==> src/hdl/rtd_pkg.sv <==
// Shared types, constants and codes for the RTD table search / interpolation block.
// No dependencies; every other file imports this package.
`default_nettype none

package rtd_pkg;

   localparam int TABLE_ENTRIES = 1051;
   localparam int INDEX_OFFSET  = 200;

   localparam int IDX_W    = $clog2(TABLE_ENTRIES);
   localparam int RES_W    = 16;
   localparam int TEMP_W   = 15;
   localparam int STATUS_W = 2;
   localparam int NUM_W    = RES_W + 4;
   localparam int Q_W      = 4;
   localparam int CNT_W    = 2;
   localparam int TW       = 18;

   localparam logic [IDX_W-1:0] LAST_INDEX = IDX_W'(TABLE_ENTRIES - 1);
   localparam logic [Q_W-1:0]   FRAC_MAX   = Q_W'(10);

   localparam logic signed [TEMP_W-1:0] TEMP_TOO_LOW  = TEMP_W'(-2000);
   localparam logic signed [TEMP_W-1:0] TEMP_TOO_HIGH = TEMP_W'(8500);
   localparam logic signed [TW-1:0]     TEMP_MIN      = TW'(-16384);
   localparam logic signed [TW-1:0]     TEMP_MAX      = TW'(16383);

   localparam logic CMD_CONVERT = 1'b0;
   localparam logic CMD_LOAD    = 1'b1;

   localparam logic [STATUS_W-1:0] STATUS_OK   = 2'd0;
   localparam logic [STATUS_W-1:0] STATUS_LOW  = 2'd1;
   localparam logic [STATUS_W-1:0] STATUS_HIGH = 2'd2;

   typedef enum logic [2:0] {
      S_IDLE,
      S_CHK_LOW,
      S_CHK_HIGH,
      S_PROBE,
      S_DIV_INIT,
      S_DIV_STEP,
      S_DONE
   } rtd_state_type;

   typedef enum logic [2:0] {
      MID_HOLD,
      MID_ZERO,
      MID_LAST,
      MID_HALF,
      MID_PROBE
   } mid_sel_type;

   typedef struct packed {
      logic        capture;
      logic        load_wr;
      mid_sel_type mid_sel;
      logic        take_low;
      logic        take_high;
      logic        mark_low;
      logic        mark_high;
      logic        probe;
      logic        div_init;
      logic        div_step;
      logic        out_load;
   } ctrl_cmd_type;

   typedef struct packed {
      logic below;
      logic above;
      logic search_done;
      logic div_last;
   } dp_status_type;

endpackage

`default_nettype wire

==> src/hdl/rtd_ctrl.sv <==
// Controller FSM: sequences table writes, compare, binary search, division and response load.
// Depends on rtd_pkg; drives rtd_datapath through ctrl_cmd_type.
`default_nettype none

module rtd_ctrl import rtd_pkg::*; (
   input  wire logic          clock,
   input  wire logic          reset,
   input  wire logic          req_valid,
   input  wire logic          req_cmd,
   output logic               req_ready,
   output logic               rsp_valid,
   input  wire logic          rsp_ready,
   input  wire dp_status_type status,
   output ctrl_cmd_type       cmd
);

   rtd_state_type state_ff, state_in;
   logic          rsp_valid_ff, rsp_valid_in;

   always_ff @(posedge clock) begin
      if (reset) begin
         state_ff     <= S_IDLE;
         rsp_valid_ff <= 1'b0;
      end else begin
         state_ff     <= state_in;
         rsp_valid_ff <= rsp_valid_in;
      end
   end

   always_comb begin
      state_in     = state_ff;
      cmd          = '0;
      cmd.mid_sel  = MID_HOLD;
      req_ready    = 1'b0;
      rsp_valid_in = rsp_valid_ff && !rsp_ready;
      unique case (state_ff)
         S_IDLE: begin
            req_ready = 1'b1;
            if (req_valid) begin
               if (req_cmd == CMD_LOAD) begin
                  cmd.load_wr = 1'b1;
               end else begin
                  cmd.capture = 1'b1;
                  cmd.mid_sel = MID_ZERO;
                  state_in    = S_CHK_LOW;
               end
            end
         end
         S_CHK_LOW: begin
            cmd.take_low = 1'b1;
            if (status.below) begin
               cmd.mark_low = 1'b1;
               state_in     = S_DONE;
            end else begin
               cmd.mid_sel = MID_LAST;
               state_in    = S_CHK_HIGH;
            end
         end
         S_CHK_HIGH: begin
            cmd.take_high = 1'b1;
            if (status.above) begin
               cmd.mark_high = 1'b1;
               state_in      = S_DONE;
            end else begin
               cmd.mid_sel = MID_HALF;
               state_in    = status.search_done ? S_DIV_INIT : S_PROBE;
            end
         end
         S_PROBE: begin
            cmd.probe   = 1'b1;
            cmd.mid_sel = MID_PROBE;
            if (status.search_done) begin
               state_in = S_DIV_INIT;
            end
         end
         S_DIV_INIT: begin
            cmd.div_init = 1'b1;
            state_in     = S_DIV_STEP;
         end
         S_DIV_STEP: begin
            cmd.div_step = 1'b1;
            if (status.div_last) begin
               state_in = S_DONE;
            end
         end
         S_DONE: begin
            if (!rsp_valid_ff || rsp_ready) begin
               cmd.out_load = 1'b1;
               rsp_valid_in = 1'b1;
               state_in     = S_IDLE;
            end
         end
         default: begin
            state_in = S_IDLE;
         end
      endcase
   end

   assign rsp_valid = rsp_valid_ff;

`ifndef ASSERT_OFF
   a_done_to_idle: assert property (@(posedge clock) disable iff (reset)
      (state_ff == S_DONE && (!rsp_valid_ff || rsp_ready))
      |=> (state_ff == S_IDLE && rsp_valid_ff))
      else $error("response not loaded on leaving DONE");

   a_convert_start: assert property (@(posedge clock) disable iff (reset)
      (state_ff == S_IDLE && req_valid && req_cmd == CMD_CONVERT)
      |=> (state_ff == S_CHK_LOW))
      else $error("convert transaction did not start search");

   a_div_end: assert property (@(posedge clock) disable iff (reset)
      (state_ff == S_DIV_STEP && status.div_last) |=> (state_ff == S_DONE))
      else $error("division did not finish");
`endif

endmodule

`default_nettype wire

==> config.mk <==
export PLATFORM = sky130hd
export DESIGN_NAME = rtd_ctrl
export DESIGN_NICKNAME = d
export VERILOG_FILES = /design/src/hdl/rtd_pkg.sv /design/src/hdl/rtd_ctrl.sv
export SDC_FILE = /design/constraint.sdc
export NUM_CORES = 1
export LEC_CHECK = 0
export ABC_AREA = 1
export BUFFER_PORTS_ARGS = -buffer_cell sky130_fd_sc_hd__buf_2
export CAP_MARGIN = 5
export CELL_PAD_IN_SITES_DETAIL_PLACEMENT = 0
export CELL_PAD_IN_SITES_GLOBAL_PLACEMENT = 1
export CORE_UTILIZATION = 26
export DETAILED_ROUTE_END_ITERATION = 12
export HOLD_SLACK_MARGIN = 0.1
export PLACE_DENSITY_LB_ADDON = 0.1
export SKIP_CTS_REPAIR_TIMING = 1
export SKIP_LAST_GASP = 1
export SLEW_MARGIN = 20
export SYNTH_ARGS = -nofsm -noshare
export SYNTH_HDL_FRONTEND = slang
export SYNTH_SLANG_ARGS = --single-unit
==> constraint.sdc <==
create_clock -name clock -period 1.35 [get_ports clock]
set_input_delay 0.0675 -clock clock [delete_from_list [all_inputs] [get_ports clock]]
set_output_delay 0.0675 -clock clock [all_outputs]
set_load 0.1 [all_outputs]
==> metrics.log, run 1 <==
[metrics] outcome: complete, no violations
[metrics] maximum operating frequency: 751 MHz
[metrics] global route overflow: 0
[metrics] via count normalized by instance count: 4.59
[metrics] top cell type by total area after synthesis: dfxtp_1
[metrics] port bufs: 23
[metrics] Die Outline Area: 1850 sq um
[metrics] All-Layer GR Usage: 0.157
[metrics] fraction of layout cells with a size suffix above 1: 0.617
[metrics] post-synthesis sequential area ratio: 0.183
[metrics] Via Count: 564
[metrics] Post-Synthesis Cells: 75
[metrics] post-synthesis cell type count: 19
[metrics] Final Setup Violations: 0
[metrics] CTS Sinks: 4
[metrics] Wirelength per Cell: 9.85 um
[metrics] placed instance count: 115
[metrics] Final nets: 117
[metrics] Chip Width: 43.0 um
[metrics] Avg Synthesized Cell Area: 5.82 sq um
[metrics] global placement routability congestion: 0.830
[metrics] pin count of the biggest net entering global routing: 8
[metrics] half-perimeter wire length after placement: 1050 um
[metrics] Cell Count, Final, Fillers Out: 123
[metrics] Worst Path Required: 1280 ps
[metrics] worst hold slack after final layout: 98.4 ps
[metrics] first-pass GRT wire length: 2130 um
[metrics] crit-path cells: inv_4 -> nand2_4 -> nor2_4 -> nand2_4 -> o31ai_4 -> buf_12
[metrics] Top Metal Used: met3
[metrics] share of the cycle needed by the critical path after routing: 0.986
[metrics] leakage power total: 0.463 nW
[metrics] total wire length: 1210 um
[metrics] starting density of the core: 0.283
[metrics] worst-case headroom to the max-slew limit: 0.679
[metrics] Root Driver: clkbuf_4
[metrics] min cycle time layout: 1330 ps
[metrics] Max VDD drop: 1.30 mV
[metrics] CP max-delay cell: dfxtp_4
[metrics] power density relative to cell area: 2670 nW/um^2
[metrics] placeable core region: 1540 sq um
[metrics] worst-margin pin slew: 485 ps
[metrics] Yosys warning count: 0
[metrics] number of global-route vias before repair: 505
[metrics] Worst-path clk slew: 40 ps
[metrics] remaining number of nets flagged by the antenna check after routing: 0
[metrics] unrepaired setup endpoints after global routing: true
[metrics] fraction of the core area covered by cells at the end of the flow: 0.626
[metrics] met3 wire length: 67 um
[metrics] Rows: 14
[metrics] total met2 wirelength after detailed routing: 644 um
[metrics] Final Skew: 2.58 ps
[metrics] CP max FO: 6
[metrics] DRC violations left: 0
[metrics] CTS max path bufs: 2
[metrics] Worst setup EP type: primary output
[metrics] Post-Syn Area: 437 sq um
[metrics] most numerous cell on the critical path: nand2_4
[metrics] top-level port count: 24
[metrics] number of nets in the synthesized netlist: 84
[metrics] startpoint class of the critical path: register
[metrics] die height: 43.0 um
[metrics] number of antenna violations at the first check in global routing: 0
[metrics] post-route setup slack: 19.0 ps
[metrics] area overhead of the layout relative to synthesis: 121%
[metrics] Critical Setup Path Class: reg2out
[metrics] hold crit path type: in2reg
[metrics] Post-Place Worst Slack: 54.8 ps
[metrics] htree depth: 1
[metrics] Initial DRT Pass Iterations: 4
[metrics] worst path arrival time: 1260 ps
[metrics] kind of cell adding the most delay to the critical path: flip-flops
[metrics] CTS tree: yes
[metrics] Area contributors post-synth: dfxtp_1, nand2_1, inv_1
[metrics] final number of max-transition violations: 0
[metrics] ant diodes: 0
[metrics] initial DRC count: 9
[metrics] routed length on met1: 499 um
[metrics] later-pin clock latency in the skew report: 240 ps
[metrics] portion of synthesized cell area occupied by the leading cell type: 0.183
[metrics] Total Neg Setup Slack: 0 ps
[metrics] Inserted Clock Buffers: 3
[metrics] peak per-stage delay on the critical path: 380 ps
[metrics] Hold Fails Final Rpt: 0
[metrics] count of buffer and inverter cells on the critical path: 2
[metrics] register bit count reported by yosys: 4
[metrics] reported max-cap violation count: 0
==> final cells by class <==
type	count	area, sq um
timing repair buffer	31	392
clock buffer	4	26.3
multi-input combinational	53	362
fill	146	577
tap	16	20.0
sequential	4	92.6
inverter	15	72.6
==> layer usage <==
| layer | vias up | global-route usage |
|---|---|---|
| li1 | 290 | - |
| met1 | 252 | 0.183 |
| met2 | 22 | 0.258 |
| met3 | 0 | 0.0638 |
| met4 | 0 | 0.0545 |
| met5 | - | 0 |
==> worst register-to-register path, stage by stage (launching register included) <==
cell     delay [ps]
dfxtp_4         410
nand2_1         130
nor3_2          210
nor2_2           70
nand2_2          70
nand2_1          50
nand2_1          60
nor2_2           30
==> cell usage after synthesis <==
library cell,count
buf_6,2
o21ai_1,2
o21ai_0,2
nand3_1,3
nor3_2,1
nand4_1,1
o31ai_1,1
inv_2,3
nand2_2,5
nand3_2,1
buf_4,1
nor2_1,10
dfxtp_1,4
a21oi_1,4
nand2_1,16
nor2_4,2
nor3_1,1
nor2_2,4
inv_1,12
==> power breakdown <==
part | switching [mW] | internal (mW)
Sequential | 0.0876 | 0.175
Combinational | 1.39 | 0.751
Clock | 0.0554 | 0.111
==> logic make-up (layout without fill, tap and decap cells) <==
| kind of cell | count (synthesis) | in the layout | synth area share |
|---|---|---|---|
| simple gates | 44 | 44 | 0.510 |
| compound gates | 9 | 9 | 0.109 |
| buf+inv | 18 | 50 | 0.198 |
| flops | 4 | 4 | 0.183 |
==> flip-flops by register name (all words and copies together) (netlist names) <==
register / cells
state_ff: 3
rsp_valid: 1
==> through the flow <==
step / power (mW) / area, sq um
2_1_floorplan: 1.68 / 537
3_3_place_gp: 2.27 / 870
3_5_place_dp: 2.28 / 870
4_1_cts: 2.46 / 896
5_1_grt: 2.71 / 965
6_report: 2.57 / 965
==> cell usage in the layout (no fill, tap or decap), types with 2 or more instances in the layout <==
cell	n
inv_4	2
buf_12	14
nand2_4	3
nand2_2	5
buf_2	9
inv_1	10
nand2_1	13
nor2_2	5
a21oi_1	4
nor2_4	6
o21ai_1	2
nor2_1	5
nand3_1	3
buf_4	6
dfxtp_4	3
clkbuf_4	3
==> worst paths after layout <==
kind	from	end	slack [ps]	cells after the start
min	rsp_ready	rsp_valid$_SDFF_PP0_	100	4
min reg2reg	rsp_valid$_SDFF_PP0_	rsp_valid$_SDFF_PP0_	480	2
max	state_ff[0]$_SDFFE_PP0P_	cmd[9]	20	6
max reg2reg	state_ff[0]$_SDFFE_PP0P_	state_ff[2]$_SDFFE_PP0P_	210	7
(Power assumes the default switching activity.)
==> run 2, diff against run 1 <==
--- a/config.mk
+++ b/config.mk
@@ -10,7 +10,7 @@
 export CAP_MARGIN = 5
 export CELL_PAD_IN_SITES_DETAIL_PLACEMENT = 0
 export CELL_PAD_IN_SITES_GLOBAL_PLACEMENT = 1
-export CORE_UTILIZATION = 26
+export CORE_UTILIZATION = 24
 export DETAILED_ROUTE_END_ITERATION = 12
 export HOLD_SLACK_MARGIN = 0.1
 export PLACE_DENSITY_LB_ADDON = 0.1
==> constraint.sdc (replaced) <==
create_clock -name clock -period 1.1 [get_ports clock]
set_input_delay 0.055 -clock clock [delete_from_list [all_inputs] [get_ports clock]]
set_output_delay 0.055 -clock clock [all_outputs]
set_load 0.1 [all_outputs]
==> run 2 against run 1 <==
The run now ends with DRC, setup timing left. Global-route usage barely moved. Via count rose by 7.4%. Sequential share of layout area fell by 1.3 points. Count of clock-buffer cells in the layout did not move. Non-clock buffer count rose by 13. Sequential power rose by 8.7%. Die area rose by 7.9%. Wire length rose by 21%. Combinational power rose by 40%. Clock skew rose by 2.3 ps. Design area rose by 19%. Critical path type unchanged. Highest routed layer is now met4.
==> metrics.log, run 2 (same netlist as run 1, synthesis figures left out) <==
[metrics] flip-flop count of the largest register after layout: 3
[metrics] outcome: finished with violations
[metrics] total internal power: 1.49 mW
[metrics] Rows: 15
[metrics] Wirelength per Cell: 10.1 um
[metrics] die height: 44.7 um
[metrics] global route overflow: 0
[metrics] DRC violations left: 1
[metrics] unrepaired setup endpoints after global routing: true
[metrics] Critical Setup Path Class: reg2out
[metrics] final number of max-transition violations: 0
[metrics] reported max-cap violation count: 0
[metrics] Hold Startpoint: rsp_ready
[metrics] port bufs: 23
[metrics] worst-case headroom to the max-slew limit: 0.844
[metrics] Final nets: 130
[metrics] net switching power figure: 2.02 mW
[metrics] area overhead of the layout relative to synthesis: 163%
[metrics] Worst-path clk slew: 50 ps
[metrics] multi-input gate area in the final layout: 394 sq um
[metrics] Worst setup EP type: primary output
[metrics] Chip Width: 44.7 um
[metrics] Final Setup Violations: 17
[metrics] maximum operating frequency: 723 MHz
[metrics] fraction of the core area covered by cells at the end of the flow: 0.673
[metrics] Inserted Clock Buffers: 3
[metrics] CTS max path bufs: 2
[metrics] total power draw: 3.51 mW
[metrics] Reg with most FFs: state_ff
[metrics] r2r setup slk: -130 ps
[metrics] Via Count: 606
[metrics] worst path arrival time: 1330 ps
[metrics] hold crit path type: in2reg
[metrics] Initial DRT Pass Iterations: 7
[metrics] post-route setup slack: -283 ps
[metrics] fraction of power spent switching nets: 0.575
[metrics] via count normalized by instance count: 4.18
[metrics] remaining number of nets flagged by the antenna check after routing: 0
[metrics] critical register-to-register path startpoint: state_ff[0]$_SDFFE_PP0P_
[metrics] count of fill cells added during filler insertion: 146
[metrics] first-pass GRT wire length: 2210 um
[metrics] Cell Count, Final, Fillers Out: 145
[metrics] reg2reg path depth: 8
[metrics] pin count of the biggest net entering global routing: 8
[metrics] Max VDD drop: 1.70 mV
[metrics] leakage power total: 0.526 nW
[metrics] Die Outline Area: 1990 sq um
[metrics] portion of total power attributed to the clock network: 0.062
[metrics] number of global-route vias before repair: 535
[metrics] Root Driver: clkbuf_4
[metrics] half-perimeter wire length after placement: 1190 um
[metrics] global placement routability congestion: 0.795
[metrics] share of the cycle needed by the critical path after routing: 1.26
[metrics] worst hold path depth: 4
[metrics] htree depth: 1
[metrics] proportion of power drawn by combinational gates: 0.856
[metrics] Final Skew: 4.92 ps
[metrics] number of antenna violations at the first check in global routing: 0
[metrics] CP max FO: 4
[metrics] initial DRC count: 6
[metrics] CTS tree: yes
[metrics] ant diodes: 0
[metrics] commonest cells after routing, fill and taps aside: buf_12, nand2_1, buf_4
[metrics] worst-margin pin slew: 231 ps
[metrics] power density relative to cell area: 3060 nW/um^2
[metrics] CTS Sinks: 4
[metrics] placed instance count: 138
[metrics] top-level port count: 24
[metrics] Reg power frac: 0.082
[metrics] most common cell after layout, fill and taps aside: buf_12
[metrics] fraction of layout cells with a size suffix above 1: 0.692
[metrics] placeable core region: 1710 sq um
[metrics] violated checks: DRC, setup timing
[metrics] endpoint of the worst register-to-register path: state_ff[2]$_SDFFE_PP0P_
[metrics] total wire length: 1470 um
[metrics] starting density of the core: 0.256
[metrics] min cycle time layout: 1380 ps
[metrics] startpoint class of the critical path: register
[metrics] All-Layer GR Usage: 0.156
[metrics] later-pin clock latency in the skew report: 250 ps
[metrics] sequential cell area: 95.1 sq um
[metrics] Hold Fails Final Rpt: 0
[metrics] sink of the worst hold path: rsp_valid$_SDFF_PP0_
[metrics] Worst Path Required: 1040 ps
run 2: critical path, stage by stage, from the launching register on:
cell	delay, ps
dfxtp_4	360
buf_6	120
inv_4	50
nand2_4	60
nor2_4	120
nand2_4	80
o31ai_4	80
buf_12	210
run 2: power by group through the flow:
stage | registers [mW] | logic [mW] | clock network, mW
floorplan | 0.243 | 1.82 | 0
global placement | 0.257 | 2.75 | 0
detailed placement | 0.262 | 2.76 | 0
CTS | 0.260 | 2.76 | 0.231
global route | 0.294 | 3.14 | 0.238
finish | 0.286 | 3.00 | 0.219
run 2: how the worst max path moves through the flow:
stage | cells after the start | endpoint | slack [ps] | from
2_1_floorplan | 6 | cmd[8] | -510 | state_ff[0]$_SDFFE_PP0P_
3_3_place_gp | 4 | cmd[8] | -120 | state_ff[1]$_SDFFE_PP0P_
3_5_place_dp | 4 | cmd[8] | -90 | state_ff[1]$_SDFFE_PP0P_
4_1_cts | 4 | cmd[8] | -370 | state_ff[1]$_SDFFE_PP0P_
5_1_grt | 7 | cmd[9] | -330 | state_ff[0]$_SDFFE_PP0P_
6_report | 7 | cmd[9] | -280 | state_ff[0]$_SDFFE_PP0P_
run 2: layer usage:
metal  GRT usage  vias to the layer above  part of all wire
li1            -                      317                 -
met1       0.173                      266              0.39
met2       0.268                       21              0.54
met3      0.0776                        2             0.059
met4      0.0364                        0            0.0095
met5           0                        -                 0
run 2: metrics by stage:
stage / setup TNS (ps) / worst slack (ps) / hold WS [ps] / area, sq um
3_3_place_gp: -575 / -123 / 263 / 1010
2_1_floorplan: -5140 / -510 / 114 / 543
5_1_grt: -4320 / -335 / 117 / 1150
3_5_place_dp: -556 / -92.6 / 268 / 1010
6_report: -3290 / -283 / 80.7 / 1150
4_1_cts: -4280 / -366 / 6.09 / 1030
run 2: area by class of cell:
cell class	instances	share of cell area
clock buffer	4	0.0229
timing repair buffer	44	0.462
inverter	15	0.0621
sequential	4	0.0828
multi-input combinational	53	0.343
tap	25	0.0272
==> run 3, diff against run 2 <==
--- a/config.mk
+++ b/config.mk
@@ -10,7 +10,7 @@
 export CAP_MARGIN = 5
 export CELL_PAD_IN_SITES_DETAIL_PLACEMENT = 0
 export CELL_PAD_IN_SITES_GLOBAL_PLACEMENT = 1
-export CORE_UTILIZATION = 24
+export CORE_UTILIZATION = 26
 export DETAILED_ROUTE_END_ITERATION = 12
 export HOLD_SLACK_MARGIN = 0.1
 export PLACE_DENSITY_LB_ADDON = 0.1
==> constraint.sdc (replaced) <==
create_clock -name clock -period 1.47 [get_ports clock]
set_input_delay 0.0735 -clock clock [delete_from_list [all_inputs] [get_ports clock]]
set_output_delay 0.0735 -clock clock [all_outputs]
set_load 0.1 [all_outputs]
==> run 3 against run 2 <==
The flow now finishes without violations. Core utilization is 6.9 points lower. Setup slack improved by 330 ps. Clock power down 22%. Global-route usage fell by 0.24 points. Count of clock-buffer cells in the layout did not move. Non-clock buffer count decreased by 17. Die area down 7.4%. Sequential power fell by 28%. Critical path type unchanged.
==> metrics.log, run 3 (same netlist as run 1, synthesis figures left out) <==
[metrics] total power draw: 2.33 mW
[metrics] reported max-cap violation count: 0
[metrics] fraction of the core area covered by cells at the end of the flow: 0.604
[metrics] first-pass GRT wire length: 2110 um
[metrics] peak per-stage delay on the critical path: 330 ps
[metrics] count of buffer and inverter cells on the critical path: 2
[metrics] starting density of the core: 0.283
[metrics] endpoint of the worst register-to-register path: state_ff[1]$_SDFFE_PP0P_
[metrics] Final Skew: 0.473 ps
[metrics] Rows: 14
[metrics] worst-case headroom to the max-slew limit: 0.680
[metrics] CTS Sinks: 4
[metrics] worst hold path depth: 4
[metrics] reg2reg path depth: 9
[metrics] CTS max path bufs: 2
[metrics] total stage count of the critical path: 4
[metrics] power density relative to cell area: 2500 nW/um^2
[metrics] die height: 43.0 um
[metrics] Initial DRT Pass Iterations: 4
[metrics] Inserted Clock Buffers: 3
[metrics] worst hold slack after final layout: 103 ps
[metrics] initial DRC count: 7
[metrics] ant diodes: 0
[metrics] Hold Fails Final Rpt: 0
[metrics] via count normalized by instance count: 4.61
[metrics] global placement routability congestion: 0.767
[metrics] top-level port count: 24
[metrics] fraction of met3 tracks used by global routing: 0.0383
[metrics] post-route setup slack: 51.8 ps
[metrics] Final Setup Violations: 0
[metrics] Worst-path clk slew: 50 ps
[metrics] Post-Place Worst Slack: 168 ps
[metrics] Max VDD drop: 1.43 mV
[metrics] global route overflow: 0
[metrics] number of global-route vias before repair: 495
[metrics] remaining number of nets flagged by the antenna check after routing: 0
[metrics] Wirelength per Cell: 10.6 um
[metrics] hold crit path type: in2reg
[metrics] Final nets: 113
[metrics] count of fill cells added during filler insertion: 140
[metrics] crit-path cells: buf_4 -> nand3_1 -> nor2_4 -> buf_12
[metrics] later-pin clock latency in the skew report: 250 ps
[metrics] kind of cell adding the most delay to the critical path: buffers and inverters
[metrics] met2 global-route usage: 0.270
[metrics] Die Outline Area: 1850 sq um
[metrics] total wire length: 1260 um
[metrics] leakage power total: 0.437 nW
[metrics] worst path arrival time: 1340 ps
[metrics] half-perimeter wire length after placement: 1040 um
[metrics] final number of max-transition violations: 0
[metrics] critical register-to-register path startpoint: state_ff[0]$_SDFFE_PP0P_
[metrics] Reg with most FFs: state_ff
[metrics] port bufs: 23
[metrics] All-Layer GR Usage: 0.154
[metrics] most common cell after layout, fill and taps aside: buf_12
[metrics] Worst setup EP type: primary output
[metrics] Via Count: 548
[metrics] min cycle time layout: 1420 ps
[metrics] placeable core region: 1540 sq um
[metrics] Root Driver: clkbuf_4
[metrics] share of the cycle needed by the critical path after routing: 0.965
[metrics] number of antenna violations at the first check in global routing: 0
[metrics] Chip Width: 43.0 um
[metrics] sink of the worst hold path: rsp_valid$_SDFF_PP0_
[metrics] DRC violations left: 0
[metrics] Hold Startpoint: rsp_ready
[metrics] CP max-delay cell: dfxtp_1
[metrics] Critical Setup Path Class: reg2out
[metrics] htree depth: 1
[metrics] CTS tree: yes
[metrics] fraction of layout cells with a size suffix above 1: 0.592
[metrics] pin count of the biggest net entering global routing: 11
[metrics] sequential cell area: 88.8 sq um
[metrics] routing layer with the top usage in global route: met2
[metrics] area overhead of the layout relative to synthesis: 113%
[metrics] CP max FO: 10
[metrics] fraction of met1 tracks used by global routing: 0.172
[metrics] worst-margin pin slew: 484 ps
[metrics] maximum operating frequency: 705 MHz
[metrics] flip-flop count of the largest register after layout: 3
[metrics] commonest cells after routing, fill and taps aside: buf_12, nand2_1, inv_1
[metrics] r2r setup slk: 240 ps
[metrics] crit path from: state_ff[2]$_SDFFE_PP0P_
[metrics] startpoint class of the critical path: register
[metrics] outcome: complete, no violations
[metrics] Worst Path Required: 1400 ps
[metrics] multi-input gate area in the final layout: 367 sq um
run 3: stage by stage:
stage / TNS, ps / cells / cell area [sq um]
after floorplan: -534 / 75 / 547
final: 0 / 119 / 931
after CTS: -247 / 117 / 896
after global routing: -1.50 / 119 / 931
after detailed placement: 0 / 113 / 870
after global placement: 0 / 113 / 870
run 3: worst max path at each step:
stage,endpoint,slack [ps]
finish,cmd[0],50
global route,cmd[9],-1
CTS,cmd[9],-90
detailed placement,cmd[9],170
global placement,cmd[8],160
floorplan,cmd[5],-150
run 3: area by class of cell:
cell class / count / area share
timing repair buffer: 27 / 0.388
tap: 16 / 0.0215
inverter: 15 / 0.0726
clock buffer: 4 / 0.0282
sequential: 4 / 0.0954
multi-input combinational: 53 / 0.394
run 3: worst min-delay path, cell delays in order:
cell	delay [ps]
buf_2	70
inv_1	30
nand2_1	60
a21oi_1	70
run 3: report_power, final:
group | internal (mW) | total (mW) | switching, mW
registers | 0.155 | 0.207 | 0.0518
logic | 0.641 | 1.95 | 1.31
clock network | 0.103 | 0.170 | 0.0663
run 3: metal layers:
layer / up-vias / routed length [um] / share of wire
met5: - / 0 / 0
met4: 0 / 36 / 0.029
met3: 7 / 56 / 0.045
met2: 23 / 646 / 0.51
met1: 233 / 519 / 0.41
li1: 285 / - / -
